<file path="config.mk">
export PLATFORM = sky130hd
export DESIGN_NAME = battery_voltage_monitor
export DESIGN_NICKNAME = d
export VERILOG_FILES = /design/src/bvm_pkg.sv /design/src/battery_voltage_monitor.sv /design/src/bvm_cell.sv /design/src/bvm_front.sv /design/src/bvm_scale.sv /design/src/bvm_ctrl.sv
export SDC_FILE = /design/constraint.sdc
export NUM_CORES = 1
export LEC_CHECK = 0
export ABC_CLOCK_PERIOD_IN_PS = 15700
export BUFFER_PORTS_ARGS = -buffer_cell sky130_fd_sc_hd__buf_2
export CAP_MARGIN = 20
export CORE_ASPECT_RATIO = 0.9
export CORE_MARGIN = 5
export CORE_UTILIZATION = 67
export CTS_BUF_LIST = sky130_fd_sc_hd__clkbuf_4 sky130_fd_sc_hd__clkbuf_8
export CTS_CLUSTER_DIAMETER = 120
export DETAILED_ROUTE_END_ITERATION = 10
export PLACE_DENSITY = 0.84
export SYNTH_ARGS = -nofsm -noshare
export SYNTH_HDL_FRONTEND = slang
export SYNTH_SLANG_ARGS = --single-unit
</file>
<file path="constraint.sdc">
create_clock -name clk_i -period 15.7 [get_ports clk_i]
set_clock_uncertainty 0.05 [all_clocks]
set_input_delay 1.57 -clock clk_i [delete_from_list [all_inputs] [get_ports clk_i]]
set_output_delay 1.57 -clock clk_i [all_outputs]
set_load 0.01 [all_outputs]
</file>
<file path="src/bvm_pkg.sv">
`timescale 1ns / 1ps

package bvm_pkg;

  // averaging window
  localparam int WINDOW     = 10;
  localparam int SAMPLE_W   = 10;
  localparam int SAMPLE_MAX = 2 ** SAMPLE_W - 1;
  localparam int SUM_W      = $clog2(WINDOW * SAMPLE_MAX + 1);

  // sum / WINDOW as a multiply by a rounded-up reciprocal, exact over the sum range
  localparam int AVG_SH    = SUM_W + $clog2(WINDOW);
  localparam int AVG_RECIP = (2 ** AVG_SH + WINDOW - 1) / WINDOW;

  // centivolt scaling: cv = avg * CV_MUL / CV_DIV + CV_OFS
  localparam int CV_W   = 11;
  localparam int CV_MUL = 1886;
  localparam int CV_OFS = 50;
  localparam int DIV_SH = 10;
  localparam int CV_DIV = 2 ** DIV_SH - 1;
  localparam int PROD_W = $clog2(SAMPLE_MAX * CV_MUL + 1);

  // level = cv / 10, clamped
  localparam int LVL_SH    = 16;
  localparam int LVL_RECIP = (2 ** LVL_SH + 9) / 10;
  localparam int LEVEL_W   = 8;
  localparam int LEVEL_MAX = 255;

  localparam int TIMER_W    = 16;
  localparam int TH_W       = 11;
  localparam int ROUND_W    = 4;
  localparam int PS_W       = 3;
  localparam int CFG_IDX_W  = 3;
  localparam int CFG_DATA_W = 16;

  // register indexes
  localparam logic [CFG_IDX_W-1:0] CFG_SAMPLE_INTERVAL  = CFG_IDX_W'(0);
  localparam logic [CFG_IDX_W-1:0] CFG_CHECK_INTERVAL   = CFG_IDX_W'(1);
  localparam logic [CFG_IDX_W-1:0] CFG_BEEP_INTERVAL    = CFG_IDX_W'(2);
  localparam logic [CFG_IDX_W-1:0] CFG_NORMAL_THRESHOLD = CFG_IDX_W'(3);
  localparam logic [CFG_IDX_W-1:0] CFG_OFF_THRESHOLD    = CFG_IDX_W'(4);
  localparam logic [CFG_IDX_W-1:0] CFG_CHECK_ROUNDS     = CFG_IDX_W'(5);

  // register reset values
  localparam logic [TIMER_W-1:0] RST_SAMPLE_INTERVAL  = TIMER_W'(100);
  localparam logic [TIMER_W-1:0] RST_CHECK_INTERVAL   = TIMER_W'(1000);
  localparam logic [TIMER_W-1:0] RST_BEEP_INTERVAL    = TIMER_W'(200);
  localparam logic [TH_W-1:0]    RST_NORMAL_THRESHOLD = TH_W'(1110);
  localparam logic [TH_W-1:0]    RST_OFF_THRESHOLD    = TH_W'(222);
  localparam logic [ROUND_W-1:0] RST_CHECK_ROUNDS     = ROUND_W'(5);

  // power state codes
  localparam logic [PS_W-1:0] PS_OFF     = PS_W'(0);
  localparam logic [PS_W-1:0] PS_STARTUP = PS_W'(1);
  localparam logic [PS_W-1:0] PS_NORMAL  = PS_W'(2);
  localparam logic [PS_W-1:0] PS_CHECK   = PS_W'(3);
  localparam logic [PS_W-1:0] PS_WARNING = PS_W'(4);

  typedef struct packed {
    logic [TIMER_W-1:0] sample_interval;
    logic [TIMER_W-1:0] check_interval;
    logic [TIMER_W-1:0] beep_interval;
    logic [TH_W-1:0]    normal_threshold;
    logic [TH_W-1:0]    off_threshold;
    logic [ROUND_W-1:0] check_rounds;
  } cfg_t;

  // control that travels with each tick down the pipeline
  typedef struct packed {
    logic valid;
    logic smp;
    logic evl;
  } tok_t;

endpackage

</file>
<file path="src/battery_voltage_monitor.sv">
`timescale 1ns / 1ps

// channel   valid        stall        payload
// -------   ----------   ----------   -------------------------------------------------
// input     in_valid_i   in_stall_o   adc_sample_i
// output    out_valid_o  out_stall_i  battery_level_o, power_state_o, beep_o, silence_o
//
// one tick per clock while nothing stalls; a result passes through
// six register stages from the window sum to the output register,
// the first of them loaded by its input transfer itself
// reset gives the register defaults, a zero window and startup mode; no clearing pass
// a stalled output holds; bubbles in the pipeline close up, so input keeps
// transferring until every stage is full

module battery_voltage_monitor (
  input  logic                            clk_i,
  input  logic                            rst_ni,
  input  logic                            in_valid_i,
  output logic                            in_stall_o,
  input  logic [bvm_pkg::SAMPLE_W-1:0]    adc_sample_i,
  output logic                            out_valid_o,
  input  logic                            out_stall_i,
  output logic [bvm_pkg::LEVEL_W-1:0]     battery_level_o,
  output logic [bvm_pkg::PS_W-1:0]        power_state_o,
  output logic                            beep_o,
  output logic                            silence_o,
  input  logic                            cfg_we_i,
  input  logic [bvm_pkg::CFG_IDX_W-1:0]   cfg_idx_i,
  input  logic [bvm_pkg::CFG_DATA_W-1:0]  cfg_data_i
);

  bvm_pkg::cfg_t cfg_q;
  bvm_pkg::tok_t front_tok, scale_tok;
  logic [bvm_pkg::SUM_W-1:0]   sum;
  logic [bvm_pkg::CV_W-1:0]    scale_cv;
  logic [bvm_pkg::LEVEL_W-1:0] scale_level;
  logic                        scale_ready, ctrl_ready;

  always_ff @(posedge clk_i or negedge rst_ni) begin
    if (!rst_ni) begin
      cfg_q.sample_interval  <= bvm_pkg::RST_SAMPLE_INTERVAL;
      cfg_q.check_interval   <= bvm_pkg::RST_CHECK_INTERVAL;
      cfg_q.beep_interval    <= bvm_pkg::RST_BEEP_INTERVAL;
      cfg_q.normal_threshold <= bvm_pkg::RST_NORMAL_THRESHOLD;
      cfg_q.off_threshold    <= bvm_pkg::RST_OFF_THRESHOLD;
      cfg_q.check_rounds     <= bvm_pkg::RST_CHECK_ROUNDS;
    end else if (cfg_we_i) begin
      unique case (cfg_idx_i)
        bvm_pkg::CFG_SAMPLE_INTERVAL:  cfg_q.sample_interval  <= cfg_data_i;
        bvm_pkg::CFG_CHECK_INTERVAL:   cfg_q.check_interval   <= cfg_data_i;
        bvm_pkg::CFG_BEEP_INTERVAL:    cfg_q.beep_interval    <= cfg_data_i;
        bvm_pkg::CFG_NORMAL_THRESHOLD: cfg_q.normal_threshold <= cfg_data_i[bvm_pkg::TH_W-1:0];
        bvm_pkg::CFG_OFF_THRESHOLD:    cfg_q.off_threshold    <= cfg_data_i[bvm_pkg::TH_W-1:0];
        bvm_pkg::CFG_CHECK_ROUNDS:     cfg_q.check_rounds     <= cfg_data_i[bvm_pkg::ROUND_W-1:0];
        default: ;
      endcase
    end
  end

  bvm_front u_front (
    .clk_i        (clk_i),
    .rst_ni       (rst_ni),
    .in_valid_i   (in_valid_i),
    .in_stall_o   (in_stall_o),
    .adc_sample_i (adc_sample_i),
    .cfg_i        (cfg_q),
    .next_ready_i (scale_ready),
    .tok_o        (front_tok),
    .sum_o        (sum)
  );

  bvm_scale u_scale (
    .clk_i        (clk_i),
    .rst_ni       (rst_ni),
    .tok_i        (front_tok),
    .sum_i        (sum),
    .ready_o      (scale_ready),
    .next_ready_i (ctrl_ready),
    .tok_o        (scale_tok),
    .cv_o         (scale_cv),
    .level_o      (scale_level)
  );

  bvm_ctrl u_ctrl (
    .clk_i           (clk_i),
    .rst_ni          (rst_ni),
    .tok_i           (scale_tok),
    .cv_i            (scale_cv),
    .level_i         (scale_level),
    .cfg_i           (cfg_q),
    .ready_o         (ctrl_ready),
    .out_valid_o     (out_valid_o),
    .out_stall_i     (out_stall_i),
    .battery_level_o (battery_level_o),
    .power_state_o   (power_state_o),
    .beep_o          (beep_o),
    .silence_o       (silence_o)
  );

endmodule

</file>
<file path="src/bvm_cell.sv">
`timescale 1ns / 1ps

module bvm_cell (
  input  logic                         clk_i,
  input  logic                         rst_ni,
  input  logic                         shift_i,
  input  logic [bvm_pkg::SAMPLE_W-1:0] d_i,
  output logic [bvm_pkg::SAMPLE_W-1:0] q_o
);

  logic [bvm_pkg::SAMPLE_W-1:0] data_q;

  always_ff @(posedge clk_i or negedge rst_ni) begin
    if (!rst_ni) begin
      data_q <= '0;
    end else if (shift_i) begin
      data_q <= d_i;
    end
  end

  assign q_o = data_q;

endmodule

</file>
<file path="src/bvm_front.sv">
`timescale 1ns / 1ps

module bvm_front (
  input  logic                         clk_i,
  input  logic                         rst_ni,
  input  logic                         in_valid_i,
  output logic                         in_stall_o,
  input  logic [bvm_pkg::SAMPLE_W-1:0] adc_sample_i,
  input  bvm_pkg::cfg_t                cfg_i,
  input  logic                         next_ready_i,
  output bvm_pkg::tok_t                tok_o,
  output logic [bvm_pkg::SUM_W-1:0]    sum_o
);

  logic [bvm_pkg::SAMPLE_W-1:0] cell_in  [bvm_pkg::WINDOW];
  logic [bvm_pkg::SAMPLE_W-1:0] cell_out [bvm_pkg::WINDOW];

  logic [bvm_pkg::TIMER_W-1:0] smp_timer_q, smp_timer_d;
  logic [bvm_pkg::TIMER_W-1:0] chk_timer_q, chk_timer_d;
  logic [bvm_pkg::SUM_W-1:0]   sum_q, sum_d;
  bvm_pkg::tok_t               tok_q;

  logic ready, accept, smp, evl, shift;

  assign ready      = !tok_q.valid || next_ready_i;
  assign accept     = in_valid_i && ready;
  assign in_stall_o = !ready;

  assign smp   = smp_timer_q >= cfg_i.sample_interval;
  assign evl   = chk_timer_q >= cfg_i.check_interval;
  assign shift = accept && smp;

  // window as a shift line: the last cell holds the oldest sample
  for (genvar g = 0; g < bvm_pkg::WINDOW; g++) begin : g_cell
    if (g == 0) begin : g_head
      assign cell_in[g] = adc_sample_i;
    end else begin : g_link
      assign cell_in[g] = cell_out[g-1];
    end
    bvm_cell u_cell (
      .clk_i   (clk_i),
      .rst_ni  (rst_ni),
      .shift_i (shift),
      .d_i     (cell_in[g]),
      .q_o     (cell_out[g])
    );
  end

  always_comb begin
    sum_d       = sum_q;
    smp_timer_d = smp_timer_q;
    chk_timer_d = chk_timer_q;
    if (accept) begin
      smp_timer_d = smp ? '0 : smp_timer_q + 1'b1;
      chk_timer_d = evl ? '0 : chk_timer_q + 1'b1;
      if (smp) begin
        sum_d = sum_q - bvm_pkg::SUM_W'(cell_out[bvm_pkg::WINDOW-1])
                      + bvm_pkg::SUM_W'(adc_sample_i);
      end
    end
  end

  always_ff @(posedge clk_i or negedge rst_ni) begin
    if (!rst_ni) begin
      smp_timer_q <= '0;
      chk_timer_q <= '0;
      sum_q       <= '0;
      tok_q       <= '0;
    end else begin
      smp_timer_q <= smp_timer_d;
      chk_timer_q <= chk_timer_d;
      sum_q       <= sum_d;
      if (ready) begin
        tok_q <= '{valid: in_valid_i, smp: smp, evl: evl};
      end
    end
  end

  // the running sum after a transfer is exactly this stage's payload
  assign tok_o = tok_q;
  assign sum_o = sum_q;

endmodule

</file>
<file path="src/bvm_scale.sv">
`timescale 1ns / 1ps

module bvm_scale (
  input  logic                         clk_i,
  input  logic                         rst_ni,
  input  bvm_pkg::tok_t                tok_i,
  input  logic [bvm_pkg::SUM_W-1:0]    sum_i,
  output logic                         ready_o,
  input  logic                         next_ready_i,
  output bvm_pkg::tok_t                tok_o,
  output logic [bvm_pkg::CV_W-1:0]     cv_o,
  output logic [bvm_pkg::LEVEL_W-1:0]  level_o
);

  localparam int AVG_PW = bvm_pkg::SUM_W + bvm_pkg::AVG_SH;
  localparam int T_W    = bvm_pkg::PROD_W + bvm_pkg::DIV_SH + 1;
  localparam int R_W    = bvm_pkg::PROD_W + 1;
  localparam int LVL_PW = bvm_pkg::CV_W + bvm_pkg::LVL_SH;

  bvm_pkg::tok_t tok2_q, tok3_q, tok4_q, tok5_q;
  logic ready2, ready3, ready4, ready5;

  logic [bvm_pkg::SAMPLE_W-1:0] avg_q;
  logic [bvm_pkg::PROD_W-1:0]   prod_q;
  logic [bvm_pkg::CV_W-1:0]     cv4_q, cv5_q;
  logic [bvm_pkg::LEVEL_W-1:0]  level5_q;

  logic [AVG_PW-1:0]            avg_full;
  logic [bvm_pkg::SAMPLE_W-1:0] avg_d;
  logic [bvm_pkg::PROD_W-1:0]   prod_d;
  logic [T_W-1:0]               prod_x;
  logic [bvm_pkg::CV_W-1:0]     quot_est, quot;
  logic [R_W-1:0]               rem;
  logic [bvm_pkg::CV_W-1:0]     cv_d;
  logic [LVL_PW-1:0]            lvl_full;
  logic [bvm_pkg::CV_W-1:0]     lvl_raw;
  logic [bvm_pkg::LEVEL_W-1:0]  level_d;

  // a stage loads when it is empty or its item moves on
  assign ready5  = !tok5_q.valid || next_ready_i;
  assign ready4  = !tok4_q.valid || ready5;
  assign ready3  = !tok3_q.valid || ready4;
  assign ready2  = !tok2_q.valid || ready3;
  assign ready_o = ready2;

  // average
  assign avg_full = AVG_PW'(sum_i) * AVG_PW'(bvm_pkg::AVG_RECIP);
  assign avg_d    = avg_full[bvm_pkg::AVG_SH +: bvm_pkg::SAMPLE_W];

  // scale to centivolt numerator
  assign prod_d = bvm_pkg::PROD_W'(avg_q) * bvm_pkg::PROD_W'(bvm_pkg::CV_MUL);

  // divide by 2^n - 1: estimate via (2^n + 1) / 2^2n, low by at most one
  always_comb begin
    prod_x   = (T_W'(prod_q) << bvm_pkg::DIV_SH) + T_W'(prod_q);
    quot_est = prod_x[2*bvm_pkg::DIV_SH +: bvm_pkg::CV_W];
    rem      = R_W'(prod_q) - (R_W'(quot_est) << bvm_pkg::DIV_SH) + R_W'(quot_est);
    quot     = (rem >= R_W'(bvm_pkg::CV_DIV)) ? quot_est + 1'b1 : quot_est;
    cv_d     = quot + bvm_pkg::CV_W'(bvm_pkg::CV_OFS);
  end

  // level in tenths of a volt
  always_comb begin
    lvl_full = LVL_PW'(cv4_q) * LVL_PW'(bvm_pkg::LVL_RECIP);
    lvl_raw  = lvl_full[bvm_pkg::LVL_SH +: bvm_pkg::CV_W];
    level_d  = (lvl_raw > bvm_pkg::CV_W'(bvm_pkg::LEVEL_MAX)) ?
               bvm_pkg::LEVEL_W'(bvm_pkg::LEVEL_MAX) : lvl_raw[bvm_pkg::LEVEL_W-1:0];
  end

  always_ff @(posedge clk_i or negedge rst_ni) begin
    if (!rst_ni) begin
      tok2_q <= '0;
      tok3_q <= '0;
      tok4_q <= '0;
      tok5_q <= '0;
    end else begin
      if (ready2) tok2_q <= tok_i;
      if (ready3) tok3_q <= tok2_q;
      if (ready4) tok4_q <= tok3_q;
      if (ready5) tok5_q <= tok4_q;
    end
  end

  always_ff @(posedge clk_i) begin
    if (ready2) avg_q  <= avg_d;
    if (ready3) prod_q <= prod_d;
    if (ready4) cv4_q  <= cv_d;
    if (ready5) begin
      cv5_q    <= cv4_q;
      level5_q <= level_d;
    end
  end

  assign tok_o   = tok5_q;
  assign cv_o    = cv5_q;
  assign level_o = level5_q;

endmodule

</file>
<file path="src/bvm_ctrl.sv">
`timescale 1ns / 1ps

module bvm_ctrl (
  input  logic                        clk_i,
  input  logic                        rst_ni,
  input  bvm_pkg::tok_t               tok_i,
  input  logic [bvm_pkg::CV_W-1:0]    cv_i,
  input  logic [bvm_pkg::LEVEL_W-1:0] level_i,
  input  bvm_pkg::cfg_t               cfg_i,
  output logic                        ready_o,
  output logic                        out_valid_o,
  input  logic                        out_stall_i,
  output logic [bvm_pkg::LEVEL_W-1:0] battery_level_o,
  output logic [bvm_pkg::PS_W-1:0]    power_state_o,
  output logic                        beep_o,
  output logic                        silence_o
);

  typedef enum logic [bvm_pkg::PS_W-1:0] {
    M_OFF     = bvm_pkg::PS_OFF,
    M_STARTUP = bvm_pkg::PS_STARTUP,
    M_NORMAL  = bvm_pkg::PS_NORMAL,
    M_CHECK   = bvm_pkg::PS_CHECK,
    M_WARNING = bvm_pkg::PS_WARNING
  } mode_e;

  mode_e                        mode_q, mode_d;
  logic [bvm_pkg::ROUND_W-1:0]  prog_q, prog_d;
  logic [bvm_pkg::TIMER_W-1:0]  beep_timer_q, beep_timer_d;
  logic [bvm_pkg::CV_W-1:0]     cv_q, cv_eff;
  logic [bvm_pkg::LEVEL_W-1:0]  level_q, level_eff;
  logic                         out_valid_q, beep_q, silence_q;
  logic                         ready, load, quiet, beep;

  assign ready   = !out_valid_q || !out_stall_i;
  assign load    = tok_i.valid && ready;
  assign ready_o = ready;

  always_comb begin
    cv_eff    = tok_i.smp ? cv_i : cv_q;
    level_eff = tok_i.smp ? level_i : level_q;
    mode_d    = mode_q;
    prog_d    = prog_q;
    quiet     = 1'b0;
    if (tok_i.evl) begin
      unique case (mode_q)
        M_OFF: begin
          if (cv_eff > cfg_i.off_threshold) mode_d = M_STARTUP;
          else quiet = 1'b1;
        end
        M_STARTUP: begin
          mode_d = (cv_eff > cfg_i.normal_threshold) ? M_NORMAL : M_CHECK;
        end
        M_NORMAL: begin
          if (cv_eff < cfg_i.normal_threshold) begin
            mode_d = M_CHECK;
            prog_d = '0;
          end
        end
        M_CHECK: begin
          if (prog_q < cfg_i.check_rounds) begin
            prog_d = prog_q + 1'b1;
          end else if (cv_eff < cfg_i.normal_threshold) begin
            mode_d = M_WARNING;
          end
          if (cv_eff >= cfg_i.normal_threshold) mode_d = M_NORMAL;
        end
        M_WARNING: begin
          if (cv_eff > cfg_i.normal_threshold) mode_d = M_NORMAL;
          if (cv_eff < cfg_i.off_threshold) mode_d = M_OFF;
        end
        default: ;
      endcase
    end

    // beep sees the mode after this tick's evaluation
    beep = (mode_d == M_WARNING) &&
           ({1'b0, beep_timer_q} + 1'b1 >= {1'b0, cfg_i.beep_interval});
    if (beep) beep_timer_d = '0;
    else if (beep_timer_q != '1) beep_timer_d = beep_timer_q + 1'b1;
    else beep_timer_d = beep_timer_q;
  end

  always_ff @(posedge clk_i or negedge rst_ni) begin
    if (!rst_ni) begin
      mode_q       <= M_STARTUP;
      prog_q       <= '0;
      beep_timer_q <= '0;
      cv_q         <= '0;
      level_q      <= '0;
      out_valid_q  <= 1'b0;
      beep_q       <= 1'b0;
      silence_q    <= 1'b0;
    end else begin
      if (ready) out_valid_q <= tok_i.valid;
      if (load) begin
        mode_q       <= mode_d;
        prog_q       <= prog_d;
        beep_timer_q <= beep_timer_d;
        cv_q         <= cv_eff;
        level_q      <= level_eff;
        beep_q       <= beep;
        silence_q    <= quiet;
      end
    end
  end

  assign out_valid_o     = out_valid_q;
  assign battery_level_o = level_q;
  assign power_state_o   = mode_q;
  assign beep_o          = beep_q;
  assign silence_o       = silence_q;

endmodule

</file>
Word-level counts from Yosys, hierarchy flattened
Index checks and enable logic that the tools add are counted.
Widths: inputs -> output; s select.
{ "word_totals": {"reg_bits": 340, "output_inout_bits": 15, "word_cells": 139, "in_bits": 34} }
{ "classes": {"mux": 22, "n_reduce_logical": 32, "addsub": 12, "n_eq_ne": 13, "magnitude_cmp": 10, "multipliers": 3} }
{ "op_table": {"columns": ["operator", "n"], "rows": [
  ["$mux 16", 4],
  ["$add 16x1->16 const B", 3],
  ["$ge 16x16->1", 2],
  ["$add 31x21->31", 1],
  ["$mul 14x15->28 const B", 1],
  ["$mux 3", 8],
  ["$mul 11x12->23 const B", 1],
  ["$add 22x11->22", 1],
  ["$ge 22x10->1 const B", 1],
  ["$gt 11x11->1", 2],
  ["$lt 11x11->1", 2],
  ["$mux 11", 2],
  ["$sub 21x21->22", 1],
  ["$mul 10x10->20 const B", 1],
  ["$reduce_and 2->1", 9],
  ["$add 16x1->17 const B", 1],
  ["$ge 17x16->1", 1],
  ["$ne 16x16->1 const B", 1],
  ["$pmux 3 s5", 1],
  ["$add 14x10->14", 1],
  ["$sub 14x10->14", 1],
  ["$eq 3x2->1 const B", 4],
  ["$eq 3x3->1 const B", 4],
  ["$add 11x1->11 const B", 1],
  ["other kinds (15)", 38]
]} }

Longest topological paths before layout
{ "depth": {"ltp_word": 11, "depth_mapped": 35, "ltp_nobuf": 34} }

By module
Synthesis repeated with hierarchy kept, for this count alone.
{ "hier_totals": {"cells_unflattened": 2327, "hier_area_um2": 26203.9} }
{ "by_module_without_submodules": {"columns": ["module", "seq_area_each_um2", "n_inst", "area_each_um2", "cells_per_inst"], "rows": [
  ["bvm_scale", 2102.0, 1, 11781.3, 1128],
  ["bvm_cell", 250.2, 10, 411.6, 21],
  ["bvm_front", 1226.2, 1, 3943.8, 454],
  ["bvm_ctrl", 1127.3, 1, 3493.4, 374],
  ["battery_voltage_monitor", 1883.1, 1, 2869.0, 161]
]} }

Worst setup path before layout
No wires, ideal clock.
{ "synth_path": {"path_type": "register to register", "start": "register u_scale.prod_q[13] in the netlist's numbering", "end": "register u_scale.cv4_q[7] in the netlist's numbering, data pin", "setup_ps": 258, "t_required_ps": 15392, "path_slack_ps": 8843, "arrival_time_ps": 6549, "stages_incl_launch_ff": 35, "synth_period_minus_slack_ps": 6857, "cell_sequence": "edfxtp_1 ha_1 a211oi_1 nand2_1 nand2_1 a31oi_1 o21ai_0 nand2b_1 and2_1 and3_1 and3_1 and2_1 and3_1 and2_1 ha_1 inv_1 fa_1 inv_1 ha_1 a21oi_1 o31ai_1 a221oi_1 nand4_1 nor4_1 and4_4 buf_6 mux2i_1 inv_1 ha_1 nor3_1 a21oi_1 nor4_1 a211o_1 mux2_4 xnor2_2"} }
{ "synth_between": {"elab_chain_cells": 6, "word_cells_on_any_way": 7} }
{ "synth_rtl": {"columns": ["item", "line", "text"], "rows": [
  ["start, declared", "bvm_scale.sv:24", "logic [bvm_pkg::PROD_W-1:0] prod_q;"],
  ["start signal, assigned", "bvm_scale.sv:86", "if (ready3) prod_q <= prod_d;"],
  ["$add 31x21->31", "bvm_scale.sv:55", "prod_x = (T_W'(prod_q) << bvm_pkg::DIV_SH) + T_W'(prod_q);"],
  ["$sub 21x21->22", "bvm_scale.sv:57", "rem = R_W'(prod_q) - (R_W'(quot_est) << bvm_pkg::DIV_SH) + R_W'(quot_est);"],
  ["$add 22x11->22", "bvm_scale.sv:57", null],
  ["$ge 22x10->1", "bvm_scale.sv:58", "quot = (rem >= R_W'(bvm_pkg::CV_DIV)) ? quot_est + 1'b1 : quot_est;"],
  ["$mux 11 (*)", "bvm_scale.sv:58", null],
  ["$add 11x6->11 (*)", "bvm_scale.sv:59", "cv_d = quot + bvm_pkg::CV_W'(bvm_pkg::CV_OFS);"],
  ["via u_scale.cv_d (one bit)", "bvm_scale.sv:34", "logic [bvm_pkg::CV_W-1:0] cv_d;"],
  ["end signal, assigned", "bvm_scale.sv:87", "if (ready4) cv4_q <= cv_d;"],
  ["end, declared", "bvm_scale.sv:25", "logic [bvm_pkg::CV_W-1:0] cv4_q, cv5_q;"]
]} }
Mark *: on every way through the listed nets, which the timed path passes. The rest lies on a longest branch.
A chain may end at the register's enable or synchronous reset.

Final worst setup path
Same ends and word-level chain as after synthesis.

==> run metrics <==
part of the cycle the worst path needs=48.58%; largest family of logic cells by synthesized area=adder cells; worst-path fanout max=13; Critical Path RT=16,010 ps; mux contribution to synthesized area=2.695%; Post-synth EDFFs=60; Reg area=0.008841 mm^2; Seq/Total Area, Yosys=34.87%; Critical R2R Capture=u_scale.cv4_q[7]; fin crit period=7627 ps; Die Y=194.5 um; GR Layer Usage met2=44.12%; fin nets=3,191; FILL cells=2,586; CTS resizes=0; Final Setup Violations=0; DRC viols=0; setup repair after global routing missed its margin=no; Clk pin slew, worst setup/hold paths=60 ps; Top Usage Layer GRT=met2; row count=67; Synth Area in Compound Gates=9.649%; CTS Sinks=340; Post-Synth Simple-Gate Area=13.64%; area grow syn2layout=7.620%; area occupied by multi-input gates=0.01498 mm^2; count leader, synth=nand2_1; Adder-Cell Fraction of Synth Area=28.64%; CP endpoint kind=register; met3 global-route usage=3.998%; Worst Setup Path Type=reg2reg; share of layout cells above drive strength 1=9.948%; Most used DFF post-synth=dfrtp_1; largest cells by area after synthesis=dfrtp_1 25%, ha_1 18%, fa_1 11%, edfxtp_1 7.1%, nand2_1 6.8%; Hold EP=u_scale.tok4_q[2]; r2r setup slk=8070 ps; cts bufs inserted=54; initial core utilization=67.96%; I/O Buffers=48; R2R depth=33; slowest stage delay, CP=510 ps; first-pass GRT wire length=89,790 um; HP Start=u_scale.tok3_q[2]; core area=0.03730 mm^2; grt total ovfl=0; largest net degree at the start of global routing=126; Hold-fix buffers, CTS=0; Synth top area share=25.07%; FF-to-FF Start=u_scale.prod_q[13]; Worst-Margin Slew=1087 ps; total number of vias=18,190; GPL Wtd Cong=0.8965; xor/xnor share of the synthesized area=4.245%; DRT Pass-1 Iters=6; clock latency on the worst-skew pair=630 ps; Post-Syn Area per Cell=9.724 um^2; Pins Over Slew Limit=0; Vias per Instance=5.709; initial DRC count=1,318; Ys Warns=0; cell taking the most area after synthesis=dfrtp_1; Final Hold Vio Count=0; die area=0.04183 mm^2; met1 Use GR=33.65%; most used cell, CP=ha_1; CTS tree=yes; Yosys cell types=90; Max Cap Viol=0; post-route ant nets=0; Final Worst Setup Slack=8073 ps; CP max stage cell=fa_1; antenna violations before repair=1; worst min path class=reg2reg; crit path launch type=register; Mapped Cells=2,607; vias in the first global route=19,090; status=completed; Post-synth ARST share=82.35%; synthesized area=0.02535 mm^2; FMAX=131.1 MHz; flops & latches, synth=340; GRT Resource Usage Total=25.50%; TNS Setup=0 ps; Setup Buffers After CTS=0; final wirelength=52,740 um; Max-slew headroom=27.51%; Synthesized Nets=3,139; n_diodes=0; Die Width=215.0 um; Hold Path Depth=1; clk root buf=clkbuf_8; # IOs=49; wire per inst=16.55 um; H-tree depth=2; Place WS=8061 ps; DP HPWL=40,590 um; Synth top cells by count=457 x nand2_1, 361 x ha_1, 350 x inv_1, 254 x dfrtp_1, 137 x fa_1; deepest clock path buffer count=3; CP arrival=7940 ps
placed cells by master (no fill, tap or decap), drive strengths merged, types with 11 or more instances in the layout:
| master | n |
|---|---|
| dfrtp | 254 |
| o21a | 27 |
| buf | 58 |
| dfstp | 26 |
| nor2 | 129 |
| clkbuf | 80 |
| nor2b | 11 |
| ha | 361 |
| o21bai | 13 |
| nand2b | 21 |
| inv | 352 |
| clkinv | 15 |
| nand2 | 458 |
| and3 | 22 |
| mux2 | 55 |
| a21o | 47 |
| nand3 | 46 |
| a21oi | 68 |
| nand4 | 23 |
| xor2 | 44 |
| fa | 137 |
| nor3 | 37 |
| edfxtp | 60 |
| o21ai | 147 |
| xnor2 | 78 |
per-stage QoR:
stage | cells | instance area (um^2) | utilization [%] | hold WS (ps)
2_1_floorplan | 2607 | 25350 | - | 375.8
3_3_place_gp | 3085 | 26060 | 69.86 | 389.4
6_report | 3187 | 27280 | 73.13 | 404.1
3_5_place_dp | 3085 | 26060 | 69.86 | 394.7
5_1_grt | 3187 | 27280 | 73.13 | 433.6
4_1_cts | 3186 | 27250 | 73.06 | 410.3
layer usage:
metal,vias up,wire length (um)
met5,-,13
met3,96,2497
met1,8894,23010
li1,8783,-
met4,2,1192
met2,419,26030
worst max path at each step:
stage / start / end / depth (start not counted)
floorplan: u_scale.prod_q[13] / u_scale.cv4_q[7] / 34
global placement: u_scale.prod_q[13] / u_scale.cv4_q[7] / 33
detailed placement: u_scale.prod_q[13] / u_scale.cv4_q[7] / 33
CTS: u_scale.prod_q[13] / u_scale.cv4_q[7] / 33
global route: u_scale.prod_q[13] / u_scale.cv4_q[7] / 32
finish: u_scale.prod_q[13] / u_scale.cv4_q[7] / 33
worst max-delay path: cells and delay by family (launching register included):
kind | cells | cell delay [ps]
flip-flops | 1 | 440
multiplexers | 2 | 580
AND/OR/NAND/NOR | 14 | 2780
XOR/XNOR | 1 | 130
buffers and inverters | 3 | 220
adder cells (fa/ha/maj) | 5 | 1800
AO/OA/AOI/OAI | 8 | 1400
layout make-up:
cell class / count / share of cell area (%)
inverters: 350 / 4.815
clock inverters: 21 / 0.6191
well taps: 483 / 2.215
flip-flops and latches: 340 / 32.41
multi-input cells: 1855 / 54.92
clock buffers: 80 / 3.761
repair buffers: 58 / 1.266
flip-flops by register name, summed over array words and instances, names as in the netlist, 8 cells and up:
register,count
u_ctrl.cv_q,11
u_ctrl.battery_level_o,8
u_scale.prod_q,20
cfg_q,74
u_scale.cv_o,11
u_front.smp_timer_q,16
u_ctrl.beep_timer_q,16
u_scale.avg_q,10
u_scale.level_o,8
u_front.sum_o,14
u_front.g_cell.u_cell.q_o,100
u_front.chk_timer_q,16
u_scale.cv4_q,11
cell families after synthesis:
logic type	Yosys count
multiplexers	61
XOR/XNOR	122
flip-flops	340
AO/OA/AOI/OAI	381
buffers and inverters	412
AND/OR/NAND/NOR	793
adder cells (fa/ha/maj)	498
Power is not shown: default switching activity piles up to over one toggle a cycle in this logic, so the estimate is an artifact.
